### config.mk
export PLATFORM = sky130hd
export DESIGN_NAME = civil_date_serial_day_converter_flat
export DESIGN_NICKNAME = d
export VERILOG_FILES = /design/src/hw/rtl/cdsd_pkg.sv /design/src/hw/rtl/cdsd_req_if.sv /design/src/hw/rtl/cdsd_rsp_if.sv /design/src/hw/rtl/cdsd_pipe_ctrl.sv /design/src/hw/rtl/cdsd_to_serial.sv /design/src/hw/rtl/cdsd_to_civil.sv /design/src/hw/rtl/civil_date_serial_day_converter.sv /design/src/flat_wrapper.sv
export SDC_FILE = /design/constraint.sdc
export NUM_CORES = 2
export LEC_CHECK = 0
export ABC_AREA = 1
export BUFFER_PORTS_ARGS = -buffer_cell sky130_fd_sc_hd__buf_2
export CAP_MARGIN = 5
export CORE_ASPECT_RATIO = 0.7
export CORE_UTILIZATION = 50
export DETAILED_ROUTE_END_ITERATION = 10
export GPL_ROUTABILITY_DRIVEN = 1
export PLACE_DENSITY = 0.66
export SYNTH_ARGS = -nofsm -noshare
export SYNTH_HDL_FRONTEND = slang
export SYNTH_SLANG_ARGS = --single-unit
### constraint.sdc
create_clock -name clk -period 10.95 [get_ports clk]
set_input_delay 1.095 -clock clk [delete_from_list [all_inputs] [get_ports clk]]
set_output_delay 1.095 -clock clk [all_outputs]
set_load 0.02 [all_outputs]
### src/hw/rtl/cdsd_pkg.sv
`default_nettype none

package cdsd_pkg;

    // register stages from input beat to output beat
    localparam int NumStages = 7;

    typedef enum logic
    {
        OP_TO_SERIAL = 1'b0,
        OP_TO_CIVIL  = 1'b1
    } op_t;

    // pipeline control seen by the datapaths and the top level
    typedef struct packed
    {
        logic [NumStages-1:0] en;
        logic                 last_valid;
        op_t                  last_op;
    } pipe_ctrl_t;

    // reciprocal multipliers, ceil(2^k / d), exact for the dividend widths used
    localparam longint unsigned M400    = ((64'd1 << 26) + 64'd399) / 64'd400;
    localparam longint unsigned M146097 = ((64'd1 << 44) + 64'd146096) / 64'd146097;
    localparam longint unsigned M1460   = ((64'd1 << 29) + 64'd1459) / 64'd1460;
    localparam longint unsigned M365    = ((64'd1 << 27) + 64'd364) / 64'd365;
    localparam longint unsigned M153    = ((64'd1 << 19) + 64'd152) / 64'd153;

    // first day of each march-based month within the year
    function automatic logic [8:0] month_offset(input logic [3:0] mp);
        logic [8:0] off;
        case (mp)
            4'd0:    off = 9'd0;
            4'd1:    off = 9'd31;
            4'd2:    off = 9'd61;
            4'd3:    off = 9'd92;
            4'd4:    off = 9'd122;
            4'd5:    off = 9'd153;
            4'd6:    off = 9'd184;
            4'd7:    off = 9'd214;
            4'd8:    off = 9'd245;
            4'd9:    off = 9'd275;
            4'd10:   off = 9'd306;
            4'd11:   off = 9'd337;
            4'd12:   off = 9'd367;
            4'd13:   off = 9'd398;
            4'd14:   off = 9'd428;
            default: off = 9'd459;
        endcase
        return off;
    endfunction

    // year of era divided by 100, year of era below 400
    function automatic logic [1:0] div100(input logic [8:0] yoe);
        logic [1:0] q;
        if (yoe >= 9'd300)
        begin
            q = 2'd3;
        end
        else if (yoe >= 9'd200)
        begin
            q = 2'd2;
        end
        else if (yoe >= 9'd100)
        begin
            q = 2'd1;
        end
        else
        begin
            q = 2'd0;
        end
        return q;
    endfunction

endpackage

`default_nettype wire

### src/hw/rtl/cdsd_req_if.sv
`default_nettype none

interface cdsd_req_if;
    logic               valid;
    logic               ready;
    logic               op;
    logic signed [15:0] year;
    logic        [3:0]  month;
    logic        [4:0]  day;
    logic signed [24:0] serial_day;

    modport source (output valid, output op, output year, output month, output day,
                    output serial_day, input ready);
    modport sink   (input valid, input op, input year, input month, input day,
                    input serial_day, output ready);
endinterface

`default_nettype wire

### src/hw/rtl/cdsd_rsp_if.sv
`default_nettype none

interface cdsd_rsp_if;
    logic               valid;
    logic               ready;
    logic signed [24:0] serial_day_out;
    logic signed [15:0] year_out;
    logic        [3:0]  month_out;
    logic        [4:0]  day_out;
    logic               range_error;

    modport source (output valid, output serial_day_out, output year_out, output month_out,
                    output day_out, output range_error, input ready);
    modport sink   (input valid, input serial_day_out, input year_out, input month_out,
                    input day_out, input range_error, output ready);
endinterface

`default_nettype wire

### src/hw/rtl/cdsd_pipe_ctrl.sv
`default_nettype none

module cdsd_pipe_ctrl
    import cdsd_pkg::*;
(
    input  wire logic       clk,
    input  wire logic       rst_n,
    input  wire logic       in_valid,
    input  wire logic       in_op,
    input  wire logic       out_ready,
    output pipe_ctrl_t      ctrl,
    output logic            in_ready
);

    logic [NumStages-1:0] valid_reg;
    logic [NumStages-1:0] valid_next;
    logic [NumStages-1:0] op_reg;
    logic [NumStages-1:0] op_next;
    logic [NumStages-1:0] en;

    // a stage loads when it is empty or its content moves on
    always_comb
    begin
        en[NumStages-1] = !valid_reg[NumStages-1] || out_ready;
        for (int i = NumStages - 2; i >= 0; i--)
        begin
            en[i] = !valid_reg[i] || en[i+1];
        end
    end

    // valid and op travel with the data
    always_comb
    begin
        valid_next[0] = en[0] ? in_valid : valid_reg[0];
        op_next[0]    = en[0] ? in_op    : op_reg[0];
        for (int i = 1; i < NumStages; i++)
        begin
            valid_next[i] = en[i] ? valid_reg[i-1] : valid_reg[i];
            op_next[i]    = en[i] ? op_reg[i-1]    : op_reg[i];
        end
    end

    always_ff @(posedge clk or negedge rst_n)
    begin
        if (!rst_n)
        begin
            valid_reg <= '0;
        end
        else
        begin
            valid_reg <= valid_next;
        end
    end

    always_ff @(posedge clk)
    begin
        op_reg <= op_next;
    end

    assign ctrl.en         = en;
    assign ctrl.last_valid = valid_reg[NumStages-1];
    assign ctrl.last_op    = op_t'(op_reg[NumStages-1]);
    assign in_ready        = en[0];

endmodule

`default_nettype wire

### src/hw/rtl/cdsd_to_serial.sv
`default_nettype none

module cdsd_to_serial
    import cdsd_pkg::*;
(
    input  wire logic               clk,
    input  wire pipe_ctrl_t         ctrl,
    input  wire logic signed [15:0] year,
    input  wire logic        [3:0]  month,
    input  wire logic        [4:0]  day,
    output logic             [24:0] serial_day_out
);

    // stage 0: march-based year and day of year, offset to non-negative, reciprocal of 400
    logic        [3:0]  mp;
    logic signed [16:0] yadj;
    logic        [16:0] u_next;
    logic        [34:0] prod400;
    logic        [7:0]  q0_next;
    logic        [9:0]  doy0_next;
    logic        [16:0] u0_reg;
    logic        [7:0]  q0_reg;
    logic        [9:0]  doy0_reg;

    always_comb
    begin
        if (month <= 4'd2)
        begin
            mp   = month + 4'd9;
            yadj = 17'(year) - 17'sd1;
        end
        else
        begin
            mp   = month - 4'd3;
            yadj = 17'(year);
        end
        u_next    = 17'(yadj + 17'sd32800);
        prod400   = 35'(u_next) * 35'(M400);
        q0_next   = prod400[33:26];
        doy0_next = 10'(month_offset(mp)) + 10'(day) - 10'd1;
    end

    always_ff @(posedge clk)
    begin
        if (ctrl.en[0])
        begin
            u0_reg   <= u_next;
            q0_reg   <= q0_next;
            doy0_reg <= doy0_next;
        end
    end

    // stage 1: year of era
    logic [8:0] yoe1_next;
    logic [8:0] yoe1_reg;
    logic [7:0] q1_reg;
    logic [9:0] doy1_reg;

    assign yoe1_next = 9'(u0_reg - 17'(q0_reg) * 17'd400);

    always_ff @(posedge clk)
    begin
        if (ctrl.en[1])
        begin
            yoe1_reg <= yoe1_next;
            q1_reg   <= q0_reg;
            doy1_reg <= doy0_reg;
        end
    end

    // stage 2: day of era and era start in days
    logic        [17:0] base;
    logic        [18:0] doe2_next;
    logic signed [8:0]  era;
    logic        [25:0] eday2_next;
    logic        [18:0] doe2_reg;
    logic        [25:0] eday2_reg;

    always_comb
    begin
        base       = 18'(yoe1_reg) * 18'd365 + 18'(yoe1_reg >> 2) - 18'(div100(yoe1_reg));
        doe2_next  = {1'b0, base} + {{9{doy1_reg[9]}}, doy1_reg};
        era        = $signed({1'b0, q1_reg}) - 9'sd82;
        eday2_next = 26'(26'(era) * 26'sd146097);
    end

    always_ff @(posedge clk)
    begin
        if (ctrl.en[2])
        begin
            doe2_reg  <= doe2_next;
            eday2_reg <= eday2_next;
        end
    end

    // stage 3: shift to the 1970 epoch
    logic [24:0] res3_next;
    logic [24:0] res3_reg;
    logic [24:0] res4_reg;
    logic [24:0] res5_reg;
    logic [24:0] res6_reg;

    assign res3_next = 25'(eday2_reg) + {{6{doe2_reg[18]}}, doe2_reg} - 25'd719468;

    // stages 3 to 6: result waits for the civil path depth
    always_ff @(posedge clk)
    begin
        if (ctrl.en[3])
        begin
            res3_reg <= res3_next;
        end
        if (ctrl.en[4])
        begin
            res4_reg <= res3_reg;
        end
        if (ctrl.en[5])
        begin
            res5_reg <= res4_reg;
        end
        if (ctrl.en[6])
        begin
            res6_reg <= res5_reg;
        end
    end

    assign serial_day_out = res6_reg;

endmodule

`default_nettype wire

### src/hw/rtl/cdsd_to_civil.sv
`default_nettype none

module cdsd_to_civil
    import cdsd_pkg::*;
(
    input  wire logic               clk,
    input  wire pipe_ctrl_t         ctrl,
    input  wire logic signed [24:0] serial_day,
    output logic             [15:0] year_out,
    output logic             [3:0]  month_out,
    output logic             [4:0]  day_out,
    output logic                    range_error
);

    localparam logic [17:0] DoeLast = 18'd146096;

    // day of era divided by 36524, day of era below 146097
    function automatic logic [2:0] div36524(input logic [17:0] doe);
        logic [2:0] q;
        if (doe >= 18'd146096)
        begin
            q = 3'd4;
        end
        else if (doe >= 18'd109572)
        begin
            q = 3'd3;
        end
        else if (doe >= 18'd73048)
        begin
            q = 3'd2;
        end
        else if (doe >= 18'd36524)
        begin
            q = 3'd1;
        end
        else
        begin
            q = 3'd0;
        end
        return q;
    endfunction

    // stage 0: epoch shift plus era offset, reciprocal of the era length
    logic [25:0] w_next;
    logic [52:0] prod_era;
    logic [7:0]  q0_next;
    logic [25:0] w0_reg;
    logic [7:0]  q0_reg;

    always_comb
    begin
        w_next   = 26'(serial_day) + 26'd16790138;
        prod_era = 53'(w_next) * 53'(M146097);
        q0_next  = prod_era[51:44];
    end

    always_ff @(posedge clk)
    begin
        if (ctrl.en[0])
        begin
            w0_reg <= w_next;
            q0_reg <= q0_next;
        end
    end

    // stage 1: day of era
    logic [17:0] doe1_next;
    logic [17:0] doe1_reg;
    logic [7:0]  q1_reg;

    assign doe1_next = 18'(w0_reg - 26'(q0_reg) * 26'd146097);

    always_ff @(posedge clk)
    begin
        if (ctrl.en[1])
        begin
            doe1_reg <= doe1_next;
            q1_reg   <= q0_reg;
        end
    end

    // stage 2: remove leap days from day of era
    logic [36:0] prod1460;
    logic [17:0] t2_next;
    logic [17:0] t2_reg;
    logic [17:0] doe2_reg;
    logic [7:0]  q2_reg;

    always_comb
    begin
        prod1460 = 37'(doe1_reg) * 37'(M1460);
        t2_next  = doe1_reg - 18'(prod1460[35:29]) + 18'(div36524(doe1_reg))
                   - 18'(doe1_reg == DoeLast);
    end

    always_ff @(posedge clk)
    begin
        if (ctrl.en[2])
        begin
            t2_reg   <= t2_next;
            doe2_reg <= doe1_reg;
            q2_reg   <= q1_reg;
        end
    end

    // stage 3: year of era
    logic [36:0] prod365;
    logic [8:0]  yoe3_next;
    logic [8:0]  yoe3_reg;
    logic [17:0] doe3_reg;
    logic [7:0]  q3_reg;

    always_comb
    begin
        prod365   = 37'(t2_reg) * 37'(M365);
        yoe3_next = prod365[35:27];
    end

    always_ff @(posedge clk)
    begin
        if (ctrl.en[3])
        begin
            yoe3_reg <= yoe3_next;
            doe3_reg <= doe2_reg;
            q3_reg   <= q2_reg;
        end
    end

    // stage 4: day of march-based year
    logic [17:0] base;
    logic [8:0]  doy4_next;
    logic [8:0]  doy4_reg;
    logic [8:0]  yoe4_reg;
    logic [7:0]  q4_reg;

    always_comb
    begin
        base      = 18'(yoe3_reg) * 18'd365 + 18'(yoe3_reg >> 2) - 18'(div100(yoe3_reg));
        doy4_next = 9'(doe3_reg - base);
    end

    always_ff @(posedge clk)
    begin
        if (ctrl.en[4])
        begin
            doy4_reg <= doy4_next;
            yoe4_reg <= yoe3_reg;
            q4_reg   <= q3_reg;
        end
    end

    // stage 5: march-based month
    logic [10:0] x153;
    logic [22:0] prod153;
    logic [3:0]  mp5_next;
    logic [3:0]  mp5_reg;
    logic [8:0]  doy5_reg;
    logic [8:0]  yoe5_reg;
    logic [7:0]  q5_reg;

    always_comb
    begin
        x153     = 11'(doy4_reg) * 11'd5 + 11'd2;
        prod153  = 23'(x153) * 23'(M153);
        mp5_next = prod153[22:19];
    end

    always_ff @(posedge clk)
    begin
        if (ctrl.en[5])
        begin
            mp5_reg  <= mp5_next;
            doy5_reg <= doy4_reg;
            yoe5_reg <= yoe4_reg;
            q5_reg   <= q4_reg;
        end
    end

    // stage 6: civil month, day and clamped year
    logic        [3:0]  month_next;
    logic        [4:0]  day_next;
    logic signed [17:0] era;
    logic signed [17:0] yr_full;
    logic        [15:0] year_next;
    logic               err_next;
    logic        [15:0] year_reg;
    logic        [3:0]  month_reg;
    logic        [4:0]  day_reg;
    logic               err_reg;

    always_comb
    begin
        day_next = 5'(doy5_reg - month_offset(mp5_reg) + 9'd1);
        if (mp5_reg < 4'd10)
        begin
            month_next = mp5_reg + 4'd3;
        end
        else
        begin
            month_next = mp5_reg - 4'd9;
        end
        era     = $signed({10'd0, q5_reg}) - 18'sd110;
        yr_full = era * 18'sd400 + $signed({9'd0, yoe5_reg})
                  + $signed({17'd0, (month_next <= 4'd2)});
        if (yr_full > 18'sd32767)
        begin
            year_next = 16'h7fff;
            err_next  = 1'b1;
        end
        else if (yr_full < -18'sd32768)
        begin
            year_next = 16'h8000;
            err_next  = 1'b1;
        end
        else
        begin
            year_next = 16'(yr_full);
            err_next  = 1'b0;
        end
    end

    always_ff @(posedge clk)
    begin
        if (ctrl.en[6])
        begin
            year_reg  <= year_next;
            month_reg <= month_next;
            day_reg   <= day_next;
            err_reg   <= err_next;
        end
    end

    assign year_out    = year_reg;
    assign month_out   = month_reg;
    assign day_out     = day_reg;
    assign range_error = err_reg;

endmodule

`default_nettype wire

### src/hw/rtl/civil_date_serial_day_converter.sv
// throughput: one conversion per cycle, set by the 7-stage pipeline with one
//   beat per stage; a stalled response holds only the stages behind it
// reset: rst_n clears the stage valid bits only, no clearing pass
`default_nettype none

module civil_date_serial_day_converter
    import cdsd_pkg::*;
(
    input  wire logic   clk,
    input  wire logic   rst_n,
    cdsd_req_if.sink    req,
    cdsd_rsp_if.source  rsp
);

    pipe_ctrl_t  ctrl;
    logic        in_ready;
    logic [24:0] ser_day;
    logic [15:0] civ_year;
    logic [3:0]  civ_month;
    logic [4:0]  civ_day;
    logic        civ_err;

    // valid bits and stage enables
    cdsd_pipe_ctrl u_ctrl
    (
        .clk       (clk),
        .rst_n     (rst_n),
        .in_valid  (req.valid),
        .in_op     (req.op),
        .out_ready (rsp.ready),
        .ctrl      (ctrl),
        .in_ready  (in_ready)
    );

    // civil date to day count
    cdsd_to_serial u_to_serial
    (
        .clk            (clk),
        .ctrl           (ctrl),
        .year           (req.year),
        .month          (req.month),
        .day            (req.day),
        .serial_day_out (ser_day)
    );

    // day count to civil date
    cdsd_to_civil u_to_civil
    (
        .clk         (clk),
        .ctrl        (ctrl),
        .serial_day  (req.serial_day),
        .year_out    (civ_year),
        .month_out   (civ_month),
        .day_out     (civ_day),
        .range_error (civ_err)
    );

    assign req.ready = in_ready;
    assign rsp.valid = ctrl.last_valid;

    // fields of the other operation read as zero
    always_comb
    begin
        if (ctrl.last_op == OP_TO_SERIAL)
        begin
            rsp.serial_day_out = ser_day;
            rsp.year_out       = '0;
            rsp.month_out      = '0;
            rsp.day_out        = '0;
            rsp.range_error    = 1'b0;
        end
        else
        begin
            rsp.serial_day_out = '0;
            rsp.year_out       = civ_year;
            rsp.month_out      = civ_month;
            rsp.day_out        = civ_day;
            rsp.range_error    = civ_err;
        end
    end

endmodule

`default_nettype wire
### src/flat_wrapper.sv
// flat-port wrapper written by rule: the top's interface ports become plain ports
module civil_date_serial_day_converter_flat import cdsd_pkg::*;
  (clk, rst_n, req_valid, req_op, req_year, req_month, req_day, req_serial_day, req_ready, rsp_valid, rsp_serial_day_out, rsp_year_out, rsp_month_out, rsp_day_out, rsp_range_error, rsp_ready);
  cdsd_req_if req_i ();
  cdsd_rsp_if rsp_i ();
  input  wire logic clk;
  input  wire logic rst_n;
  input wire logic [$bits(req_i.valid)-1:0] req_valid;
  input wire logic [$bits(req_i.op)-1:0] req_op;
  input wire logic [$bits(req_i.year)-1:0] req_year;
  input wire logic [$bits(req_i.month)-1:0] req_month;
  input wire logic [$bits(req_i.day)-1:0] req_day;
  input wire logic [$bits(req_i.serial_day)-1:0] req_serial_day;
  output wire logic [$bits(req_i.ready)-1:0] req_ready;
  output wire logic [$bits(rsp_i.valid)-1:0] rsp_valid;
  output wire logic [$bits(rsp_i.serial_day_out)-1:0] rsp_serial_day_out;
  output wire logic [$bits(rsp_i.year_out)-1:0] rsp_year_out;
  output wire logic [$bits(rsp_i.month_out)-1:0] rsp_month_out;
  output wire logic [$bits(rsp_i.day_out)-1:0] rsp_day_out;
  output wire logic [$bits(rsp_i.range_error)-1:0] rsp_range_error;
  input wire logic [$bits(rsp_i.ready)-1:0] rsp_ready;
  assign req_i.valid = req_valid;
  assign req_i.op = req_op;
  assign req_i.year = req_year;
  assign req_i.month = req_month;
  assign req_i.day = req_day;
  assign req_i.serial_day = req_serial_day;
  assign req_ready = req_i.ready;
  assign rsp_valid = rsp_i.valid;
  assign rsp_serial_day_out = rsp_i.serial_day_out;
  assign rsp_year_out = rsp_i.year_out;
  assign rsp_month_out = rsp_i.month_out;
  assign rsp_day_out = rsp_i.day_out;
  assign rsp_range_error = rsp_i.range_error;
  assign rsp_i.ready = rsp_ready;
  civil_date_serial_day_converter u_core (.clk(clk), .rst_n(rst_n), .req(req_i), .rsp(rsp_i));
endmodule
Word level (Yosys, flattened, before mapping)

Memories as Yosys holds them, arrays and structs flattened. A register that Yosys moved wholly into a read port is not among the register bits.
Cells that the tools add are included.

Mux-type cells: 21
Magnitude comparators: 15
$add $sub $neg: 29
Reduce and logical (&&, ||, !) cells: 14
Eq/ne operators: 1
$mul: 12

Operators by type and width:

| cell                                                                              | count |
|---|---|
| 18-bit by 16-bit multiplier with 33-bit output, second input constant             | 2 |
| 26-bit by 24-bit multiplier with 49-bit output, second input constant             | 1 |
| 18-bit by 17-bit >= comparator with 1-bit output, second input constant           | 2 |
| 17-bit by 18-bit multiplier with 34-bit output, second input constant             | 1 |
| 16-bit two-way mux                                                                | 2 |
| 26-bit by 25-bit adder with 26-bit output, second input constant                  | 1 |
| 25-bit adder                                                                      | 1 |
| 9-bit by 19-bit multiplier with 25-bit output, second input constant              | 1 |
| 25-bit two-way mux                                                                | 1 |
| 25-bit by 20-bit subtractor with 25-bit output, second input constant             | 1 |
| 11-bit by 12-bit multiplier with 23-bit output, second input constant             | 1 |
| 18-bit by 19-bit adder with 19-bit output                                         | 1 |
| 18-bit by 10-bit adder with 18-bit output                                         | 1 |
| 18-bit by 2-bit adder with 18-bit output                                          | 1 |
| 18-bit by 3-bit adder with 18-bit output                                          | 1 |
| 18-bit by 7-bit adder with 18-bit output                                          | 1 |
| 18-bit == test, second input constant                                             | 1 |
| 18-bit by 16-bit >= comparator with 1-bit output, second input constant           | 1 |
| 18-bit >= comparator, second input constant                                       | 1 |
| 9-bit by 7-bit >= comparator with 1-bit output, second input constant             | 2 |
| 9-bit by 8-bit >= comparator with 1-bit output, second input constant             | 2 |
| 9-bit >= comparator, second input constant                                        | 2 |
| 18-bit by 16-bit greater-than comparator with 1-bit output, second input constant | 1 |
| 18-bit by 16-bit < comparator with 1-bit output, second input constant            | 1 |
| 35 further kinds                                                                  | 62 |

Bits of input ports: 55
Logic and storage cells: 141
Memory bits (read-only): 288
Register bits after elaboration: 403
Memories kept: 2
Output and inout bits: 53

Memory list:

| memory          | words | width | rd ports | clocked after memory_dff | write ports | RTL line       | text |
|---|---|---|---|---|---|---|---|
| (no name shown) | 16    | 9     | 1        | 1                        | 0           | cdsd_pkg.sv:32 | `case (mp)` |
| (no name shown) | 16    | 9     | 1        | 0                        | 0           | cdsd_pkg.sv:32 |  |

Logic depth before layout (Yosys ltp)

Depth in word-level cells: 8
Gate-level depth with buffers: 41
Depth with buffers taken out: 41

Cells and area by module

A second synthesis with hierarchy kept.

Cell total of the unflattened synthesis: 6449
Area, all modules: 60858.4 µm²

Modules (own cells, without submodules):

| module                          | instances | cells each | area each (µm²) | seq. area each (µm²) |
|---|---|---|---|---|
| cdsd_to_civil                   | 1         | 4178       | 38956.1         | 5835.6 |
| cdsd_to_serial                  | 1         | 2123       | 20912.6         | 5945.7 |
| cdsd_pipe_ctrl                  | 1         | 40         | 539.3           | 385.4 |
| civil_date_serial_day_converter | 1         | 108        | 450.4           | 0.0 |

Least setup slack after synthesis

Ideal clock, no wire load.

Path type: in2out
Start: input port rsp_ready
End: output port req_ready
Data arrival time: 8839 ps
Stages: 12
Setup slack: 1016 ps
Cells stage by stage: nor2_1 > inv_1 > nor2_1 > clkinv_1 > nor2_1 > inv_1 > nor2_1 > inv_1 > nor2_1 > inv_1 > nor2_1 > nand2_1

RTL lines:

| item        | RTL line           | text |
|---|---|---|
| from (decl) | flat_wrapper.sv:21 | `input wire logic [$bits(rsp_i.ready)-1:0] rsp_ready;` |
| to (decl)   | flat_wrapper.sv:14 | `output wire logic [$bits(req_i.ready)-1:0] req_ready;` |

Worst setup path in the final report

Start: register u_core.u_to_civil.doe1_reg[3]
End: register u_core.u_to_civil.t2_reg[14] (data pin)

Longest elaborated chain between the ends: 7
Elaborated cells between the ends (all ways): 13
Classes of those cells: 3 x add/sub; 1 x mul; 4 x order compare; 1 x eq/ne; 4 x mux

Ends and longest elaborated chain:

| item                                                                                   | RTL line             | text |
|---|---|---|
| from (decl)                                                                            | cdsd_to_civil.sv:68  | `logic [17:0] doe1_reg;` |
| from (signal assigned)                                                                 | cdsd_to_civil.sv:77  | `doe1_reg <= doe1_next;` |
| branches (longest 6 deep; another with 18-bit by 16-bit multiplier with 33-bit output) | n/a                  |  |
| 18-bit by 1-bit subtractor with 18-bit output *                                        | cdsd_to_civil.sv:93  | `- 18'(doe1_reg == DoeLast);` |
| net u_core.u_to_civil.t2_next[14]                                                      | cdsd_to_civil.sv:84  | `logic [17:0] t2_next;` |
| to (signal assigned)                                                                   | cdsd_to_civil.sv:100 | `t2_reg <= t2_next;` |
| to (decl)                                                                              | cdsd_to_civil.sv:85  | `logic [17:0] t2_reg;` |

Mark *: on every way through the listed nets, which the timed path passes.
A chain may end at the register's enable or synchronous reset.

==> summary.md <==
| Metric | Value |
|---|---|
| Net count after synthesis | 8171 |
| Final std cells w/o fill | 7916 |
| Htree depth | 2 |
| Distinct cells, synth | 62 |
| Worst-margin pin slew | 0.892 ns |
| Final min period | 8.84 ns |
| CP Launch Type | flop |
| CP max stage delay | 0.67 ns |
| #FFs+latches synth | 408 |
| Clock buffer depth | 3 |
| Clock latency on the worst-skew pair | 0.61 ns |
| Area of the core | 118000 sq um |
| Post-synthesis compound-gate area fraction | 0.0606 |
| DR vias | 40600 |
| Layout cell share with drive strength beyond 1 | 0.0432 |
| GRT Resource Usage Total | 0.232 |
| Slew Limit Fails | 0 |
| Largest family of logic cells by synthesized area | adder cells |
| Post-Synth XOR/XNOR Area | 0.0427 |
| Final period util | 0.808 |
| DR iter-0 viols | 2787 |
| HP Class | input port to async pin |
| Cts bufs inserted | 45 |
| Dpl cells | 7837 |
| Status | complete, no violations |
| Post-CTS Setup Bufs | 0 |
| WP data arrival | 9.19 ns |
| Clock sinks | 408 |
| Drt via density | 5.13 |
| CP Capture Type | flop |
| Num ports | 108 |
| Largest net degree at the start of global routing | 59 |
| Syn_area_per_cell | 9.68 sq um |
| Area grow syn2layout | 6.70% |
| HPWL after DPL | 118000 um |
| Clock transition at path regs | 0.06 ns |
| Port bufs | 107 |
| Hold Fails Final Rpt | 0 |
| Synth Area in Adders | 0.499 |
| CTS tree | built |
| Worst path slowest cell | edfxtp_1 |
| Post-Syn Area | 59800 sq um |
| Starting density of the core | 0.507 |
| GP Congestion | 0.922 |
| Syn. warnings | 0 |
| Pre-Repair DR Iteration Count | 7 |
| Simple-gate share of the synthesized area | 0.0936 |
| # nets final | 8328 |
| Post-CTS sizing | 0 |
| Vias in the first global route | 42000 |
| Crit-path max FO | 10 |
| Antenna viol nets, final | 0 |
| Row cnt | 105 |
| Fillers | 10600 |
| Post-synthesis mux area share | 0 |
| Final wirelength | 137000 um |
| Chip height | 291 um |
| Sequential area share after synthesis | 0.204 |
| Cells after Synth | 6176 |
| Initial antenna violation count | 0 |
| CP dominant cell by count | fa_1 |
| Setup TNS Final | 0 ns |
| First-pass GRT wire length | 224000 um |
| Hold_ws | 0.326 ns |
| Root buf cell | clkbuf_16 |
| Hold-fix buffer count after cts | 0 |
| Clock skew | 0.0404 ns |
| Ys flop type | edfxtp_1 |
| Fmax | 113 MHz |
| Final setup viols | 0 |
| # DRC | 0 |
| Max cap viols | 0 |
| RSZ-0062 raised after global routing | false |
| WL/cell | 17.3 um |
| Die area | 121000 sq um |
| Critical Path RT | 11.30 ns |
| Kind of critical path | flop to flop |
| Share of synthesized flip-flops with an asynchronous set or reset | 0.0172 |
| Die width | 415 um |
| ANT cells | 0 |
| Max-slew headroom | 0.403 |
| Remaining Overflow, GRT | 0 |
| EDFF count, synth | 396 |
[critical path: cells and delay by family (launching register included)]
kind	cells	cell delay [ns]
buf+inv	7	0.61
xor+xnor	2	0.52
compound gates	4	0.64
flops	1	0.67
fa+ha+maj	11	4.94
simple gates	12	1.20
[synth_stat cells, types with 5 or more instances]
cell type / n / share of area
a211oi_1: 10 / 0.0013
a21boi_0: 7 / 0.00088
a21o_1: 30 / 0.0038
a21oi_1: 306 / 0.026
a221oi_1: 6 / 0.00088
a31oi_1: 20 / 0.0021
and2_1: 5 / 0.00052
clkbuf_1: 7 / 0.00044
dfrtp_1: 7 / 0.0029
dfxtp_1: 5 / 0.0017
edfxtp_1: 396 / 0.20
fa_1: 735 / 0.25
ha_1: 1205 / 0.25
inv_1: 1579 / 0.099
inv_2: 8 / 0.00050
nand2_1: 696 / 0.044
nand2_2: 26 / 0.0027
nand3_1: 138 / 0.012
nand3b_1: 9 / 0.0011
nand4_1: 56 / 0.0059
nor2_1: 269 / 0.017
nor2_2: 6 / 0.00063
nor3_1: 50 / 0.0042
nor4_1: 20 / 0.0021
o2111ai_1: 5 / 0.00073
o211ai_1: 14 / 0.0018
o21a_1: 14 / 0.0018
o21ai_0: 176 / 0.015
o21bai_1: 16 / 0.0020
o31ai_1: 10 / 0.0013
or2_2: 13 / 0.0014
xnor2_1: 86 / 0.013
xor2_1: 189 / 0.028
[cell type report]
| class | instances | area, sq um | share of cell area |
|---|---|---|---|
| timing repair buffer | 120 | 633 | 0.00993 |
| sequential | 408 | 12200 | 0.191 |
| tap | 1551 | 1940 | 0.0304 |
| inverter | 1590 | 5970 | 0.0936 |
| clock inverter | 29 | 348 | 0.00546 |
| clock buffer | 50 | 1140 | 0.0180 |
| multi-input combinational | 4168 | 41600 | 0.652 |
[layout by cell type (no fill, tap or decap), types with 5 or more instances in the layout]
cell type	n
nand4_1	56
xor2_1	189
buf_2	107
o211ai_1	14
clkinv_2	10
o21bai_1	16
clkinv_1	8
nor2_1	269
a31oi_1	20
a221oi_1	6
a211oi_1	10
edfxtp_1	396
dfxtp_1	5
nand2_1	695
a21oi_1	306
inv_2	13
fa_1	735
o31ai_1	10
nor3_1	50
or2_2	13
buf_4	13
clkbuf_1	5
xnor2_1	86
and2_1	5
a21boi_0	7
o21ai_0	176
nor4_1	20
o2111ai_1	5
nand2_2	27
dfrtp_1	7
nand3b_1	9
nand3_1	138
a21o_1	30
clkbuf_16	45
bufinv_16	5
ha_1	1205
inv_1	1574
nor2_2	6
o21a_1	14
[final timing paths]
kind	slack, ns	to	depth (start not counted)	from
setup / recovery	2.11	u_core.u_to_civil.t2_reg[14]	36	u_core.u_to_civil.doe1_reg[3]
hold / removal	0.33	u_core.u_ctrl.valid_reg[6]	1	rst_n
setup reg to reg	2.11	u_core.u_to_civil.t2_reg[14]	36	u_core.u_to_civil.doe1_reg[3]
hold reg to reg	0.40	u_core.u_ctrl.op_reg[1]	0	u_core.u_ctrl.op_reg[0]
max in group asynchronous	10.42	u_core.u_ctrl.valid_reg[0]	1	rst_n
min in group clk	0.40	u_core.u_ctrl.op_reg[1]	0	u_core.u_ctrl.op_reg[0]
[metal layers]
| layer | global-route usage | wire length, um |
|---|---|---|
| met5 | 0 | 0 |
| met2 | 0.334 | 54300 |
| met4 | 0.0359 | 2060 |
| met3 | 0.0484 | 10300 |
| met1 | 0.360 | 70100 |
[stage by stage]
stage          area, sq um  setup slack, ns  utilization
2_1_floorplan        59800             1.02            -
3_3_place_gp         62300             1.97        0.528
3_5_place_dp         62300             1.89        0.528
4_1_cts              63800             2.15        0.541
5_1_grt              63800             1.61        0.541
6_report             63800             2.11        0.541
[cell families after synthesis]
logic type | count (synthesis)
adder cells (fa/ha/maj) | 1940
buffers and inverters | 1600
flip-flops | 408
XOR/XNOR | 283
AO/OA/AOI/OAI | 640
AND/OR/NAND/NOR | 1305
Power is not shown: default switching activity piles up to over one toggle a cycle in this logic, so the estimate is an artifact.
